[src/hw/rtl/csvfs_pkg.sv]
`default_nettype none

package csvfs_pkg;

    // Width of the running character position (saturating counter)
    localparam int POS_BITS = 16;
    // Width of the reported field length
    localparam int LEN_BITS = 16;
    localparam int CHAR_BITS = 8;
    localparam int CFG_IDX_BITS = 2;

    // Depth of the queue between front and back
    localparam int QUEUE_DEPTH = 2;
    localparam int QPTR_BITS = (QUEUE_DEPTH > 1) ? $clog2(QUEUE_DEPTH) : 1;
    localparam int QCNT_BITS = $clog2(QUEUE_DEPTH + 1);

    // Configuration register indexes
    localparam logic [CFG_IDX_BITS-1:0] REG_DELIMITER = 2'd0;
    localparam logic [CFG_IDX_BITS-1:0] REG_QUOTE     = 2'd1;
    localparam logic [CFG_IDX_BITS-1:0] REG_ESCAPE    = 2'd2;
    localparam logic [CFG_IDX_BITS-1:0] REG_STRICT    = 2'd3;

    // Reset values of the configuration registers
    localparam logic [CHAR_BITS-1:0] RST_DELIMITER = 8'd44;
    localparam logic [CHAR_BITS-1:0] RST_QUOTE     = 8'd34;
    localparam logic [CHAR_BITS-1:0] RST_ESCAPE    = 8'd92;

    // End status codes
    localparam logic [1:0] ST_DELIM    = 2'd0;
    localparam logic [1:0] ST_END      = 2'd1;
    localparam logic [1:0] ST_STRAY    = 2'd2;
    localparam logic [1:0] ST_UNCLOSED = 2'd3;

    typedef struct packed {
        logic [CHAR_BITS-1:0] delimiter;
        logic [CHAR_BITS-1:0] quote;
        logic [CHAR_BITS-1:0] escape;
        logic                 strict;
    } t_cfg;

    // One classified character beat
    typedef struct packed {
        logic [CHAR_BITS-1:0] ch;
        logic                 is_final;
        logic                 is_delim;
        logic                 is_quote;
        logic                 is_escape;
        logic                 quote_is_escape;
    } t_beat;

    typedef struct packed {
        logic [LEN_BITS-1:0] field_length;
        logic [1:0]          end_status;
        logic                had_escape;
        logic                had_quotes;
    } t_result;

endpackage

`default_nettype wire

[src/hw/rtl/csvfs_front.sv]
`default_nettype none

module csvfs_front (
    input  wire logic                                  i_clk,
    input  wire logic                                  i_rst_n,
    input  wire logic                                  i_cfg_we,
    input  wire logic [csvfs_pkg::CFG_IDX_BITS-1:0]    i_cfg_index,
    input  wire logic [csvfs_pkg::CHAR_BITS-1:0]       i_cfg_data,
    input  wire logic [csvfs_pkg::CHAR_BITS-1:0]       i_char_in,
    input  wire logic                                  i_is_final,
    output csvfs_pkg::t_beat                           o_beat,
    output csvfs_pkg::t_cfg                            o_cfg
);
    import csvfs_pkg::*;

    t_cfg r_cfg;

    // Configuration registers
    always_ff @(posedge i_clk) begin
        if (!i_rst_n) begin
            r_cfg.delimiter <= RST_DELIMITER;
            r_cfg.quote     <= RST_QUOTE;
            r_cfg.escape    <= RST_ESCAPE;
            r_cfg.strict    <= 1'b0;
        end else if (i_cfg_we) begin
            unique case (i_cfg_index)
                REG_DELIMITER: r_cfg.delimiter <= i_cfg_data;
                REG_QUOTE:     r_cfg.quote     <= i_cfg_data;
                REG_ESCAPE:    r_cfg.escape    <= i_cfg_data;
                REG_STRICT:    r_cfg.strict    <= i_cfg_data[0];
                default:       ;
            endcase
        end
    end

    // Character classification
    always_comb begin
        o_beat.ch              = i_char_in;
        o_beat.is_final        = i_is_final;
        o_beat.is_delim        = (i_char_in == r_cfg.delimiter);
        o_beat.is_quote        = (i_char_in == r_cfg.quote);
        o_beat.is_escape       = (i_char_in == r_cfg.escape);
        o_beat.quote_is_escape = (r_cfg.quote == r_cfg.escape);
    end

    assign o_cfg = r_cfg;

endmodule

`default_nettype wire

[src/hw/rtl/csvfs_queue.sv]
`default_nettype none

module csvfs_queue (
    input  wire logic       i_clk,
    input  wire logic       i_rst_n,
    input  wire logic       i_push,
    input  wire csvfs_pkg::t_beat i_beat,
    output logic            o_full,
    input  wire logic       i_pop,
    output logic            o_empty,
    output csvfs_pkg::t_beat o_beat
);
    import csvfs_pkg::*;

    t_beat                r_entry [QUEUE_DEPTH];
    logic [QPTR_BITS-1:0] r_wr_ptr;
    logic [QPTR_BITS-1:0] r_rd_ptr;
    logic [QCNT_BITS-1:0] r_count;

    logic do_push;
    logic do_pop;

    assign o_full  = (r_count == QCNT_BITS'(QUEUE_DEPTH));
    assign o_empty = (r_count == '0);
    assign do_push = i_push && !o_full;
    assign do_pop  = i_pop && !o_empty;
    assign o_beat  = r_entry[r_rd_ptr];

    // Storage
    always_ff @(posedge i_clk) begin
        if (do_push) begin
            r_entry[r_wr_ptr] <= i_beat;
        end
    end

    // Pointers and fill count
    always_ff @(posedge i_clk) begin
        if (!i_rst_n) begin
            r_wr_ptr <= '0;
            r_rd_ptr <= '0;
            r_count  <= '0;
        end else begin
            if (do_push) begin
                r_wr_ptr <= (r_wr_ptr == QPTR_BITS'(QUEUE_DEPTH - 1)) ? '0
                                                                      : r_wr_ptr + 1'b1;
            end
            if (do_pop) begin
                r_rd_ptr <= (r_rd_ptr == QPTR_BITS'(QUEUE_DEPTH - 1)) ? '0
                                                                      : r_rd_ptr + 1'b1;
            end
            if (do_push && !do_pop) begin
                r_count <= r_count + 1'b1;
            end else if (do_pop && !do_push) begin
                r_count <= r_count - 1'b1;
            end
        end
    end

endmodule

`default_nettype wire

[src/hw/rtl/csvfs_back.sv]
`default_nettype none

module csvfs_back (
    input  wire logic        i_clk,
    input  wire logic        i_rst_n,
    input  wire csvfs_pkg::t_cfg  i_cfg,
    input  wire logic        i_beat_valid,
    input  wire csvfs_pkg::t_beat i_beat,
    output logic             o_beat_pop,
    output logic             o_out_valid,
    input  wire logic        i_out_ready,
    output csvfs_pkg::t_result o_result
);
    import csvfs_pkg::*;

    localparam int WIDE_BITS = (POS_BITS > LEN_BITS) ? POS_BITS : LEN_BITS;
    localparam logic [POS_BITS-1:0] POS_MAX = '1;

    // Field state
    logic                 r_quote_open;
    logic                 r_close_pending;
    logic [POS_BITS-1:0]  r_esc_pos;
    logic                 r_escape_seen;
    logic                 r_quotes_seen;
    logic [POS_BITS-1:0]  r_char_pos;
    logic [CHAR_BITS-1:0] r_prev_char;

    logic    r_out_valid;
    t_result r_result;

    logic                 n_quote_open;
    logic                 n_close_pending;
    logic [POS_BITS-1:0]  n_esc_pos;
    logic                 n_escape_seen;
    logic                 n_quotes_seen;
    logic                 n_emit;
    logic [1:0]           n_status;
    logic [POS_BITS-1:0]  n_len;
    logic [POS_BITS-1:0]  len_inc;
    logic [POS_BITS:0]    esc_next;
    logic [WIDE_BITS-1:0] len_wide;
    logic                 take;

    // A beat is taken whenever the output register is free or being drained
    assign take       = i_beat_valid && (!r_out_valid || i_out_ready);
    assign o_beat_pop = take;

    assign len_inc = (r_char_pos < POS_MAX) ? r_char_pos + 1'b1 : POS_MAX;

    // Per-character update
    always_comb begin
        n_quote_open    = r_quote_open;
        n_close_pending = r_close_pending;
        n_esc_pos       = r_esc_pos;
        n_escape_seen   = r_escape_seen;
        n_quotes_seen   = r_quotes_seen;
        n_emit          = 1'b0;
        n_status        = ST_END;
        n_len           = len_inc;
        esc_next        = '0;

        // settle a pending close with this lookahead character
        if (n_close_pending) begin
            n_close_pending = 1'b0;
            n_quote_open    = !i_beat.is_delim;
        end

        if (i_beat.is_delim && !n_quote_open) begin
            n_emit   = 1'b1;
            n_status = ST_DELIM;
            n_len    = r_char_pos;
        end else begin
            if (n_quote_open && !i_beat.quote_is_escape && i_beat.is_escape) begin
                n_esc_pos = r_char_pos;
            end

            if (i_beat.is_quote) begin
                if (!n_quote_open) begin
                    n_quote_open = 1'b1;
                    if (i_cfg.strict && (r_char_pos > POS_BITS'(1))
                            && (r_prev_char != i_cfg.delimiter)) begin
                        n_emit   = 1'b1;
                        n_status = ST_STRAY;
                    end else if (i_beat.quote_is_escape) begin
                        n_esc_pos = r_char_pos;
                    end
                end else begin
                    esc_next = {1'b0, n_esc_pos} + 1'b1;
                    if (esc_next == {1'b0, r_char_pos}) begin
                        n_escape_seen = 1'b1;
                    end else begin
                        n_esc_pos       = r_char_pos;
                        n_close_pending = 1'b1;
                    end
                    n_quotes_seen = 1'b1;
                end
            end

            // end of input: lookahead past the end closes a pending quote
            if (!n_emit && i_beat.is_final) begin
                n_emit = 1'b1;
                if (n_close_pending) begin
                    n_close_pending = 1'b0;
                    n_quote_open    = 1'b0;
                end
                n_status = (n_quote_open && !i_beat.is_quote) ? ST_UNCLOSED : ST_END;
            end
        end
    end

    assign len_wide = WIDE_BITS'(n_len);

    // State registers
    always_ff @(posedge i_clk) begin
        if (!i_rst_n) begin
            r_quote_open    <= 1'b0;
            r_close_pending <= 1'b0;
            r_esc_pos       <= '0;
            r_escape_seen   <= 1'b0;
            r_quotes_seen   <= 1'b0;
            r_char_pos      <= '0;
            r_prev_char     <= '0;
        end else if (take) begin
            if (n_emit) begin
                r_quote_open    <= 1'b0;
                r_close_pending <= 1'b0;
                r_esc_pos       <= '0;
                r_escape_seen   <= 1'b0;
                r_quotes_seen   <= 1'b0;
                r_char_pos      <= '0;
                r_prev_char     <= '0;
            end else begin
                r_quote_open    <= n_quote_open;
                r_close_pending <= n_close_pending;
                r_esc_pos       <= n_esc_pos;
                r_escape_seen   <= n_escape_seen;
                r_quotes_seen   <= n_quotes_seen;
                r_char_pos      <= len_inc;
                r_prev_char     <= i_beat.ch;
            end
        end
    end

    // Output register valid
    always_ff @(posedge i_clk) begin
        if (!i_rst_n) begin
            r_out_valid <= 1'b0;
        end else if (take) begin
            r_out_valid <= n_emit;
        end else if (i_out_ready) begin
            r_out_valid <= 1'b0;
        end
    end

    // Output register payload
    always_ff @(posedge i_clk) begin
        if (take && n_emit) begin
            r_result.field_length <= (len_wide > WIDE_BITS'({LEN_BITS{1'b1}}))
                                     ? {LEN_BITS{1'b1}} : len_wide[LEN_BITS-1:0];
            r_result.end_status   <= n_status;
            r_result.had_escape   <= n_escape_seen;
            r_result.had_quotes   <= n_quotes_seen;
        end
    end

    assign o_out_valid = r_out_valid;
    assign o_result    = r_result;

    // a pending close only exists inside an open quoted section
    a_pending_in_quote: assert property (@(posedge i_clk) disable iff (!i_rst_n)
        r_close_pending |-> r_quote_open)
        else $error("close pending without open quote");

    // the escape mark never runs ahead of the position
    a_esc_behind_pos: assert property (@(posedge i_clk) disable iff (!i_rst_n)
        r_esc_pos <= r_char_pos)
        else $error("escape position beyond character position");

    // a fresh field carries no quote state
    a_fresh_field: assert property (@(posedge i_clk) disable iff (!i_rst_n)
        (r_char_pos == '0) |-> (!r_quote_open && !r_quotes_seen && !r_escape_seen))
        else $error("quote state left over in a new field");

    // a stalled result is not overwritten
    a_no_overwrite: assert property (@(posedge i_clk) disable iff (!i_rst_n)
        (r_out_valid && !i_out_ready) |-> !take)
        else $error("beat taken while result stalled");

endmodule

`default_nettype wire

[src/hw/rtl/csv_field_scanner.sv]
// Channel | Direction | Handshake                 | Beat
// --------+-----------+---------------------------+-----------------------------------
// in      | input     | i_in_valid / o_in_ready   | i_char_in, i_is_final
// out     | output    | o_out_valid / i_out_ready | o_field_length, o_end_status,
//         |           |                           | o_had_escape, o_had_quotes
// cfg     | input     | i_cfg_we (no ready)       | i_cfg_index, i_cfg_data
//
// One character per cycle sustained while results are drained; a character is first
// registered in the queue, then taken into the state update, and a result is loaded
// into the output register when its last character is taken.
// The per-character state update in the back part is a loop through its state registers.
// While a result waits on i_out_ready the back part stalls; the two-entry queue
// fills and then o_in_ready drops.
// Synchronous active-low reset restores the register defaults and starts a new field.
`default_nettype none

module csv_field_scanner (
    input  wire logic                               i_clk,
    input  wire logic                               i_rst_n,
    input  wire logic                               i_cfg_we,
    input  wire logic [csvfs_pkg::CFG_IDX_BITS-1:0] i_cfg_index,
    input  wire logic [csvfs_pkg::CHAR_BITS-1:0]    i_cfg_data,
    input  wire logic                               i_in_valid,
    output logic                                    o_in_ready,
    input  wire logic [csvfs_pkg::CHAR_BITS-1:0]    i_char_in,
    input  wire logic                               i_is_final,
    output logic                                    o_out_valid,
    input  wire logic                               i_out_ready,
    output logic [csvfs_pkg::LEN_BITS-1:0]          o_field_length,
    output logic [1:0]                              o_end_status,
    output logic                                    o_had_escape,
    output logic                                    o_had_quotes
);
    import csvfs_pkg::*;

    t_beat   front_beat;
    t_beat   queue_beat;
    t_cfg    cfg;
    t_result result;
    logic    queue_full;
    logic    queue_empty;
    logic    beat_pop;

    assign o_in_ready = !queue_full;

    csvfs_front u_front (
        .i_clk       (i_clk),
        .i_rst_n     (i_rst_n),
        .i_cfg_we    (i_cfg_we),
        .i_cfg_index (i_cfg_index),
        .i_cfg_data  (i_cfg_data),
        .i_char_in   (i_char_in),
        .i_is_final  (i_is_final),
        .o_beat      (front_beat),
        .o_cfg       (cfg)
    );

    csvfs_queue u_queue (
        .i_clk   (i_clk),
        .i_rst_n (i_rst_n),
        .i_push  (i_in_valid),
        .i_beat  (front_beat),
        .o_full  (queue_full),
        .i_pop   (beat_pop),
        .o_empty (queue_empty),
        .o_beat  (queue_beat)
    );

    csvfs_back u_back (
        .i_clk        (i_clk),
        .i_rst_n      (i_rst_n),
        .i_cfg        (cfg),
        .i_beat_valid (!queue_empty),
        .i_beat       (queue_beat),
        .o_beat_pop   (beat_pop),
        .o_out_valid  (o_out_valid),
        .i_out_ready  (i_out_ready),
        .o_result     (result)
    );

    assign o_field_length = result.field_length;
    assign o_end_status   = result.end_status;
    assign o_had_escape   = result.had_escape;
    assign o_had_quotes   = result.had_quotes;

endmodule

`default_nettype wire
[config.mk]
export PLATFORM = sky130hd
export DESIGN_NAME = csv_field_scanner
export DESIGN_NICKNAME = d
export VERILOG_FILES = /design/src/hw/rtl/csvfs_pkg.sv /design/src/hw/rtl/csvfs_front.sv /design/src/hw/rtl/csvfs_queue.sv /design/src/hw/rtl/csvfs_back.sv /design/src/hw/rtl/csv_field_scanner.sv
export SDC_FILE = /design/constraint.sdc
export NUM_CORES = 1
export LEC_CHECK = 0
export ABC_AREA = 1
export BUFFER_PORTS_ARGS = -buffer_cell sky130_fd_sc_hd__buf_2
export CORE_MARGIN = 1
export CORE_UTILIZATION = 56
export CTS_CLUSTER_SIZE = 16
export DETAILED_ROUTE_END_ITERATION = 16
export GPL_TIMING_DRIVEN = 1
export PLACE_DENSITY = 0.78
export RECOVER_POWER = 25
export SLEW_MARGIN = 40
export SYNTH_ARGS = -nofsm -noshare
export SYNTH_HDL_FRONTEND = slang
export SYNTH_HIERARCHICAL = 1
export SYNTH_SLANG_ARGS = --single-unit
[constraint.sdc]
create_clock -name i_clk -period 2.8 [get_ports i_clk]
set_input_delay 0.42 -clock i_clk [delete_from_list [all_inputs] [get_ports i_clk]]
set_output_delay 0.42 -clock i_clk [all_outputs]
set_load 0.005 [all_outputs]
# After elaboration in Yosys (flattened, before gate mapping)
# Memory sizes are Yosys's and may differ from the RTL's. A register that Yosys moved wholly into a read port is not among the register bits.
# Index checks and enable logic that the tools add are counted.
# op_classes
shifts	0
bitwise_logic	0
div	0
eq_ne	11
reduce_logical	33
mux	58
n_mul	0
order_cmp	3
addsub	6
# op_table
operator	count
$mux 16	12
$mux 1	38
$eq 8x8->1	4
$add 16x1->17 const B	1
$eq 17x16->1	1
$add 16x1->16 const B	1
$gt 16x1->1 const B	1
$gt 16x16->1 const B	1
$lt 16x16->1 const B	1
$mux 2	7
$logic_and 1x1->1	13
$logic_not 1->1	10
$reduce_and 2->1	5
$mux 8	1
$ne 8x8->1	1
$eq 2x2->1 const B	3
$logic_not 2->1	2
$reduce_bool 2->1	2
$add 1x1->1 const B	2
$add 2x1->2 const B	1
$eq 2x1->1 const B	1
$ne 2x1->1 const B	1
$sub 2x1->2 const B	1
$logic_or 1x1->1	1
# word_totals
mem_count	1
mem_bits_ro	0
latch_bits	0
elab_cells	131
ramBits	26
ff_bits	94
output_inout_bits	22
# memory_table
memory	words	word_bits	read_ports	rd_clocked_by_memory_dff	write_ports	line_no	source
u_queue.r_entry	2	13	1	1	1	csvfs_queue.sv:15	t_beat r_entry [QUEUE_DEPTH];

# Depth between registers and ports, before layout
# Gate-level depths: netlist of run 1.
# logic_depth
depth_word	18
mapped_depth	26
depth_no_buf	22

# Cells and area by module
# The synthesis of run 1 kept the hierarchy.
# modules_own_cells
module	area_each_um2	n_inst	cells_each
csvfs_back	4854.7	1	756
csvfs_front	1559.0	1	264
csvfs_queue	1186.1	1	78
csv_field_scanner	7.5	1	2

# Least setup slack after synthesis of run 1
# No wires, ideal clock.
# synth_timing
path_type	register to register
start	register (tool-made name)
end	register u_back.r_esc_pos[10]
required_time_ns	2.661
n_path_buf	2
stages_incl_launch_ff	22
setup_ns	0.139
path_slack_ns	-0.352
arrival_ns	3.012
synth_period_minus_slack_ns	3.152
path_cell_list	dfxtp_1 -> buf_6 -> mux2_2 -> nor2_4 -> nand3_4 -> nand2_1 -> nand2_1 -> ha_1 -> xor2_1 -> a21oi_1 -> nand3_1 -> nor2_1 -> nand2_1 -> nor2_2 -> nand3_4 -> nor2_8 -> buf_6 -> nand2_1 -> nand3_1 -> nand2_1 -> nand2_1 -> a21oi_2
# synth_rtl
item	line_no	source
to (signal assigned)	csvfs_back.sv:135	r_esc_pos <= n_esc_pos;
to (decl)	csvfs_back.sv:22	logic [POS_BITS-1:0] r_esc_pos;

==> results of run 1 <==
registers in the layout (all words and copies together), names as in the netlist, 2 cells and up, named ones only:
name,flops
u_queue/r_entry,26
u_back/o_result,20
u_front/o_cfg,25
u_back/r_esc_pos,16
u_back/r_char_pos,16
u_back/r_prev_char,8
u_queue/r_count,2
power breakdown:
part	switching (mW)	internal (mW)	leakage, nW
Sequential	0.142	2.16	1.05
Combinational	1.81	1.13	2.76
Clock	0.803	1.30	0.268
Total	2.75	4.59	4.08
worst max-delay path: cells and delay by family, from the launching register on:
family	cells	cell delay, ps
AND/OR/NAND/NOR	14	1710
AO/OA/AOI/OAI	2	190
XOR/XNOR	1	140
multiplexers	1	320
flip-flops	1	370
adder cells (fa/ha/maj)	1	240
cells in the final DEF (no fill, tap or decap), types with 11 or more instances in the layout:
master	count
a21oi_1	62
a21oi_2	12
a22oi_1	24
buf_2	35
buf_4	86
buf_6	11
clkbuf_1	13
clkbuf_16	18
dfxtp_1	70
edfxtp_1	46
inv_1	113
mux2_2	11
nand2_1	308
nand2_2	22
nand2_4	12
nand3_1	67
nor2_1	96
nor2_2	14
nor2_4	11
o21ai_0	60
o21ai_1	15
through the flow:
step	power (mW)	cell area, µm²
final	7.34	9510
after detailed placement	4.77	8400
after global routing	7.71	9510
after CTS	7.06	9270
after global placement	4.72	8400
after floorplan	3.97	7650
synth_stat cells, types with 3 or more instances:
| cell type | count | share of area [%] |
|---|---|---|
| a21oi_1 | 64 | 4.2 |
| a21oi_2 | 10 | 1.2 |
| a22oi_1 | 24 | 2.4 |
| buf_2 | 10 | 0.66 |
| buf_4 | 11 | 1.1 |
| buf_6 | 10 | 1.5 |
| clkbuf_1 | 25 | 1.2 |
| dfxtp_1 | 75 | 20 |
| edfxtp_1 | 46 | 18 |
| ha_1 | 5 | 0.82 |
| inv_1 | 116 | 5.7 |
| inv_2 | 4 | 0.20 |
| mux2_2 | 13 | 1.9 |
| nand2_1 | 327 | 16 |
| nand2_2 | 14 | 1.2 |
| nand3_1 | 74 | 4.9 |
| nand3_2 | 5 | 0.66 |
| nand3_4 | 3 | 0.69 |
| nand3b_1 | 3 | 0.30 |
| nand4_1 | 10 | 0.82 |
| nor2_1 | 109 | 5.4 |
| nor2_2 | 8 | 0.66 |
| nor2_4 | 3 | 0.44 |
| nor3_1 | 10 | 0.66 |
| nor4_1 | 4 | 0.33 |
| o211ai_1 | 4 | 0.39 |
| o21ai_0 | 67 | 4.4 |
| o21ai_1 | 14 | 0.92 |
| o21ai_2 | 4 | 0.46 |
| or2_2 | 5 | 0.41 |
| xnor2_1 | 6 | 0.69 |
| xor2_1 | 4 | 0.46 |
layout make-up:
| cell class | instances | area (µm²) | share of cell area, % |
|---|---|---|---|
| multi-input combinational | 800 | 4220 | 44.4 |
| tap | 176 | 220 | 2.32 |
| sequential | 121 | 2890 | 30.4 |
| clock inverter | 13 | 128 | 1.34 |
| inverter | 122 | 460 | 4.84 |
| clock buffer | 19 | 433 | 4.55 |
| timing repair buffer | 151 | 1160 | 12.2 |
repair_timing:
item,in CTS,in global routing
hold buffers,0,0
gates cloned,3,1
setup endpoints to repair,19,50
resized for setup,48,59
setup buffers,11,6
pin swaps,36,22
cell families (layout without fill, tap and decap cells):
logic type | count (synthesis) | count (layout) | synth area share, %
simple gates | 578 | 579 | 33.0
compound gates | 193 | 193 | 14.6
buf+inv | 180 | 305 | 10.6
flops | 121 | 121 | 37.9
mux | 13 | 13 | 1.92
xor+xnor | 10 | 10 | 1.15
fa+ha+maj | 5 | 5 | 0.822
path summary, 6_finish.rpt:
check | to | slack [ps] | cells past startpoint
min | u_queue/r_entry[0][4] | 240 | 1
max reg2reg | u_back/r_esc_pos[5] | -310 | 19
min reg2reg | u_front/o_cfg[0] | 470 | 2
max | u_back/r_esc_pos[5] | -310 | 19
layer usage:
| metal | vias to the layer above | track usage (%) | wire length, µm |
|---|---|---|---|
| met2 | 472 | 57.2 | 11100 |
| met5 | - | 0 | 0 |
| li1 | 3807 | - | - |
| met1 | 3680 | 35.0 | 8520 |
| met4 | 0 | 21.7 | 1510 |
| met3 | 132 | 7.19 | 1710 |
==> results.md, run 1 <==
* # rows at 42
* Maximum single-stage delay on the critical path at 370 ps
* Final setup vio count at 19
* VDD IR max at 507 µV
* I/O pins at 46
* DRC errors left at 0
* Final design utilization at 71.8%
* Initial Utilization at 57.4%
* Vias in the first global route at 7643
* Hold Slack at 239 ps
* Inst Count DP at 1349
* Synth warn at 6
* DR iter-0 viols at 898
* Setup TNS at -4880 ps
* Via/cell ratio at 5.77
* Final period util at 111%
* Largest net degree at the start of global routing at 39
* Failing checks: negative setup slack
* Worst Tran Pin Value at 1230 ps
* Leak at 4.08 nW
* Total GRT Usage at 32.6%
* Worst endpoint data arrival time at 3410 ps
* Worst-case clock skew at 12.2 ps
* Status: finished with violations
* Initial antenna violation count at 0
* CTS buffer count at 17
* Min Tclk post-route at 3110 ps
* CTS max path bufs at 2
* Unique cell type count in the Yosys netlist at 40
* Total clock sinks at 121
* Fin worst setup slack at -310 ps
* Worst min path class: in -> reg
* Final Hold Violating Endpoints at 0
* Post-route antenna net violation count at 0
* Crit. End Element: register
* Synth Register Bits at 121
* Post-synthesis cell count at 1100
* Critical-path cell list: mux2_4, nor2_4, nand3_4, nand2_4, nand2_4, ha_4, xor2_1, a21oi_1, nand3_1, nor2_2, nand2_2, nor2_4, nand3_4, nor2_8, nand2_1, nand3_1, nand2_1, nand2_1, a21oi_2
* Power Density at 772 nW/µm²
* Fmax at 322 MHz
* H-tree depth at 4
* Via count at 8091
* First-pass GRT wire length at 35700 µm
* Fill cells at 1018
* Post-DP HPWL at 14900 µm
* Predominant post-synthesis flop cell: dfxtp_1
* # port buffers at 45
* Clk slew on worst S/H paths at 60 ps
* Critical path class: reg -> reg
* Most used cell, CP: nand2_1
* TritonCTS clock tree: done
* Mapped Nets at 1129
* Netlist Area Pre-Place at 7610 µm²
* Total Die Area at 14100 µm²
* Crit-path max FO at 9
* Total congestion overflow at 0
* First-pass detailed-route iteration total at 9
* Die height at 119 µm
* CP max stage cell: dfxtp_4
* WP data required at 3100 ps
* Core Box Area at 13200 µm²
* Area growth, synth to finish at 25.0%
* Final Non-Filler Cells at 1402
* ANT cells at 0
* DR WL/cell at 16.3 µm
* Hold Startpoint: i_is_final
* Layout cells sized above 1 at 24.6%
* Clk root buf: clkbuf_16
* Die width at 119 µm
* Setup crit start kind: register
* Post-synth ARST share at 0%
* Post-synth EDFFs at 46
* NumNets Final at 1242
* Latest clock arrival within the worst-skew pair at 420 ps
* Gpl congestion at 0.917
* Max-Cap Viols at 0
* Sequential-to-total area share from yosys stat at 37.9%
* Avg Inst Size Synth at 6.92 µm²
* Slew headroom at 17.9%
* RSZ-0062 raised after global routing: yes
* Slew Viols, Final at 0
* Setup Slack @ Placement at -336 ps
* Final WL at 22900 µm
Note: power is estimated with default switching activity, not from simulation.
==> inputs of run 2 (changes only) <==
- ABC_AREA: 1 -> 0
- CORE_UTILIZATION: 56 -> 55
==> run 2 against run 1 <==
Compared with the run above:
- the run still ends with negative setup slack left
- sequential share of layout area increased by 6.4 points
- maximum frequency decreased by 9.1%
- count of clock-buffer cells in the layout decreased by 2
- non-clock buffer count decreased by 46
- critical path depth decreased by 5
- cell area decreased by 18%
- power decreased by 21%
- combinational power decreased by 46%
- wire length decreased by 19%
- first-iteration DRC count decreased by 27%
- critical path type unchanged
- critical endpoint is now u_back/r_esc_pos[0]
==> results.md, run 2 <==
* First-pass detailed-route iteration total at 6 (-3)
* I/O pins at 46 (unchanged)
* H-tree depth at 4 (unchanged)
* Worst-case clock skew at 8.89 ps (-3.34 ps)
* Hold Startpoint: i_is_final
* Synth Register Bits at 121 (unchanged)
* NumNets Final at 790 (-36%)
* Most used cell, CP: nor4_1
* Largest net degree at the start of global routing at 36 (-7.7%)
* Total clock sinks at 121 (unchanged)
* Fmax at 292 MHz (-9.1%)
* Setup TNS at -11050 ps (-6170 ps)
* Hold buffers post-CTS at 0 (unchanged)
* Post-synthesis cell count at 693 (-37%)
* Final Non-Filler Cells at 917 (-35%)
* Worst endpoint data arrival time at 3720 ps (+310 ps)
* Total GRT Usage at 30.0% (-2.5 points)
* Max reg flops at 26 (unchanged)
* Fin worst setup slack at -622 ps (-312 ps)
* Clk root buf: clkbuf_16
* Via count at 5831 (-28%)
* Unique cell type count in the Yosys netlist at 73 (+83%)
* Slew Viols, Final at 0 (unchanged)
* Die width at 111 µm (-6.0%)
* Worst Tran Pin Value at 1320 ps (+83.6 ps)
* Min Tclk post-route at 3420 ps (+312 ps)
* # rows at 39 (-7.1%)
* WHS Endpoint: u_queue/r_entry[0][4]
* Post-synth EDFFs at 46 (unchanged)
* Vias in the first global route at 5687 (-26%)
* DR iter-0 viols at 653 (-27%)
* Post-synth top cells: dfxtp_1 (75), nand2_1 (56), a21oi_1 (52), xnor2_1 (52), edfxtp_1 (46)
* Predominant post-synthesis flop cell: dfxtp_1
* Post-synth ARST share at 0% (unchanged)
* VDD IR max at 564 µV (+11%)
* # port buffers at 45 (unchanged)
* Inst Count DP at 881 (-35%)
* Post-DP HPWL at 12700 µm (-15%)
* Reg with most FFs: u_queue/r_entry
* RSZ-0062 raised after global routing: yes
* Crit-path max FO at 16 (+7)
* Layout cells sized above 1 at 23.4% (-1.2 points)
* Max-Cap Viols at 0 (unchanged)
* Total Die Area at 12400 µm² (-12%)
* DRC errors left at 0 (unchanged)
* CTS buffer count at 17 (unchanged)
* Netlist Area Pre-Place at 6580 µm² (-13%)
* Synth top area share at 22.8% (+3.1 points)
* Synth warn at 6 (unchanged)
* CTS max path bufs at 2 (unchanged)
* Initial Utilization at 56.9% (-0.53 points)
* Most frequent cells in the layout: dfxtp_1 (74), buf_4 (58), nand2_1 (55), a21oi_1 (52), xnor2_1 (52)
* Final setup vio count at 19 (unchanged)
* Reg2reg path depth at 14 (-5)
* Failing checks: negative setup slack
* Most common cell in the netlist: dfxtp_1
* Core Box Area at 11600 µm² (-13%)
* R2R Setup Slk at -620 ps (-310 ps)
* Latest clock arrival within the worst-skew pair at 420 ps (about the same)
* First-pass GRT wire length at 29200 µm (-18%)
* Area growth, synth to finish at 19.2%
* Critical-path cell list: mux2_4, nand2b_4, or3_4, o21ai_4, ha_4, xor2_1, nor4_1, buf_4, o21ai_1, nor4_1, and4_2, a31oi_2, buf_12, a221o_1
* Crit. End Element: register
* WP data required at 3100 ps (about the same)
* DR WL/cell at 20.1 µm (+23%)
* Hold path depth at 1 (unchanged)
* Avg Inst Size Synth at 9.50 µm² (+37%)
* Final Hold Violating Endpoints at 0 (unchanged)
* Leak at 2.97 nW (-27%)
* Maximum single-stage delay on the critical path at 430 ps (+60 ps)
* Synth top area cells: dfxtp_1 (23%), edfxtp_1 (21%), xnor2_1 (6.9%)
* ANT cells at 0 (unchanged)
* Post-synth top area cell: dfxtp_1
* Critical path class: reg -> reg
* TritonCTS clock tree: done
* Die height at 111 µm (-6.0%)
* CP bufs+invs at 2 (+2)
* Mapped Nets at 722 (-36%)
* Via/cell ratio at 6.36 (+10%)
* Total congestion overflow at 0 (unchanged)
* Setup crit start kind: register
* Final WL at 18400 µm (-19%)
* Power Density at 736 nW/µm² (-4.6%)
* Status: finished with violations
* Post-route antenna net violation count at 0 (unchanged)
* Final period util at 122% (+11 points)
* CP max stage cell: or3_4
* Clk slew on worst S/H paths at 60 ps (about the same)
* RR Endpoint: u_back/r_esc_pos[0]
* Slew headroom at 12.3% (-5.6 points)
* Gpl congestion at 0.952 (+3.9%)
* Sequential-to-total area share from yosys stat at 43.8% (+5.9 points)
* Worst min path class: in -> reg
* Initial antenna violation count at 0 (unchanged)
* Most common cell after layout, fill and taps aside: dfxtp_1
* Top delay family on crit path: simple AND/OR/NAND/NOR gates
-- run 2: cell families after synthesis --
family	after synthesis	share of synthesized area, %
and+or+nand+nor	236	18.6
AOI/OAI and AO/OA	155	16.2
DFF	121	43.8
buffers and inverters	71	5.30
xor gates and xnor gates	61	8.12
muxes	44	7.05
adders and majority gates	5	0.950
-- run 2: stage by stage --
| stage | cell area, µm² | total power [mW] | setup WS (ps) | hold WS (ps) | utilization (%) |
|---|---|---|---|---|---|
| global route | 7850 | 6.00 | -729 | 180 | 67.8 |
| detailed placement | 7180 | 3.73 | -705 | 463 | 62.1 |
| CTS | 7780 | 5.73 | -558 | 182 | 67.2 |
| floorplan | 6640 | 3.16 | -753 | 444 | - |
| finish | 7850 | 5.78 | -622 | 189 | 67.8 |
| global placement | 7180 | 3.66 | -583 | 453 | 62.1 |
-- run 2: worst max path at each step --
stage / start / end / cells after the start
after global placement: register / u_back/r_esc_pos[3] / 12
after floorplan: register / u_back/r_esc_pos[7] / 16
final: register / u_back/r_esc_pos[0] / 14
after global routing: register / u_back/r_esc_pos[10] / 14
after CTS: register / u_back/r_esc_pos[0] / 15
after detailed placement: register / u_back/r_esc_pos[0] / 12
-- run 2: routing by layer --
layer  share of wire, %  track usage (%)  wire length [µm]  vias to the layer above
met5                  0                0                 0                        -
met3                8.1             7.68              1490                       65
met1                 41             37.8              7550                     2825
li1                   -                -                 -                     2664
met4                3.3             14.4               613                        0
met2                 48             48.4              8780                      277
-- run 2: cell type report --
type | count | area (µm²)
fillers | 876 | 3720
multi-input cells | 502 | 3510
flip-flops and latches | 121 | 2890
repair buffers | 105 | 673
clock buffers | 17 | 425
well taps | 143 | 179
clock inverters | 15 | 118
inverters | 14 | 55.1
-- run 2: power breakdown --
part	leakage (nW)	switching [mW]	total [mW]	internal (mW)
logic	1.66	0.996	1.59	0.589
registers	1.05	0.106	2.20	2.10
clock network	0.255	0.846	1.99	1.14
total	2.97	1.95	5.78	3.83
-- run 2: repair_timing --
action                     in CTS  in global routing
setup buffers                   1                  3
setup endpoints to repair      19                 43
resized for setup               7                 12
pin swaps                       2                  4
gates cloned                    1                  0
-- run 2: worst reg2reg max path, stage by stage, from the launching register on --
cell	delay [ps]
dfxtp_4	370
mux2_4	300
nand2b_4	140
or3_4	430
o21ai_4	190
ha_4	220
xor2_1	140
nor4_1	210
buf_4	170
o21ai_1	50
nor4_1	160
and4_2	310
a31oi_2	130
buf_12	170
a221o_1	310
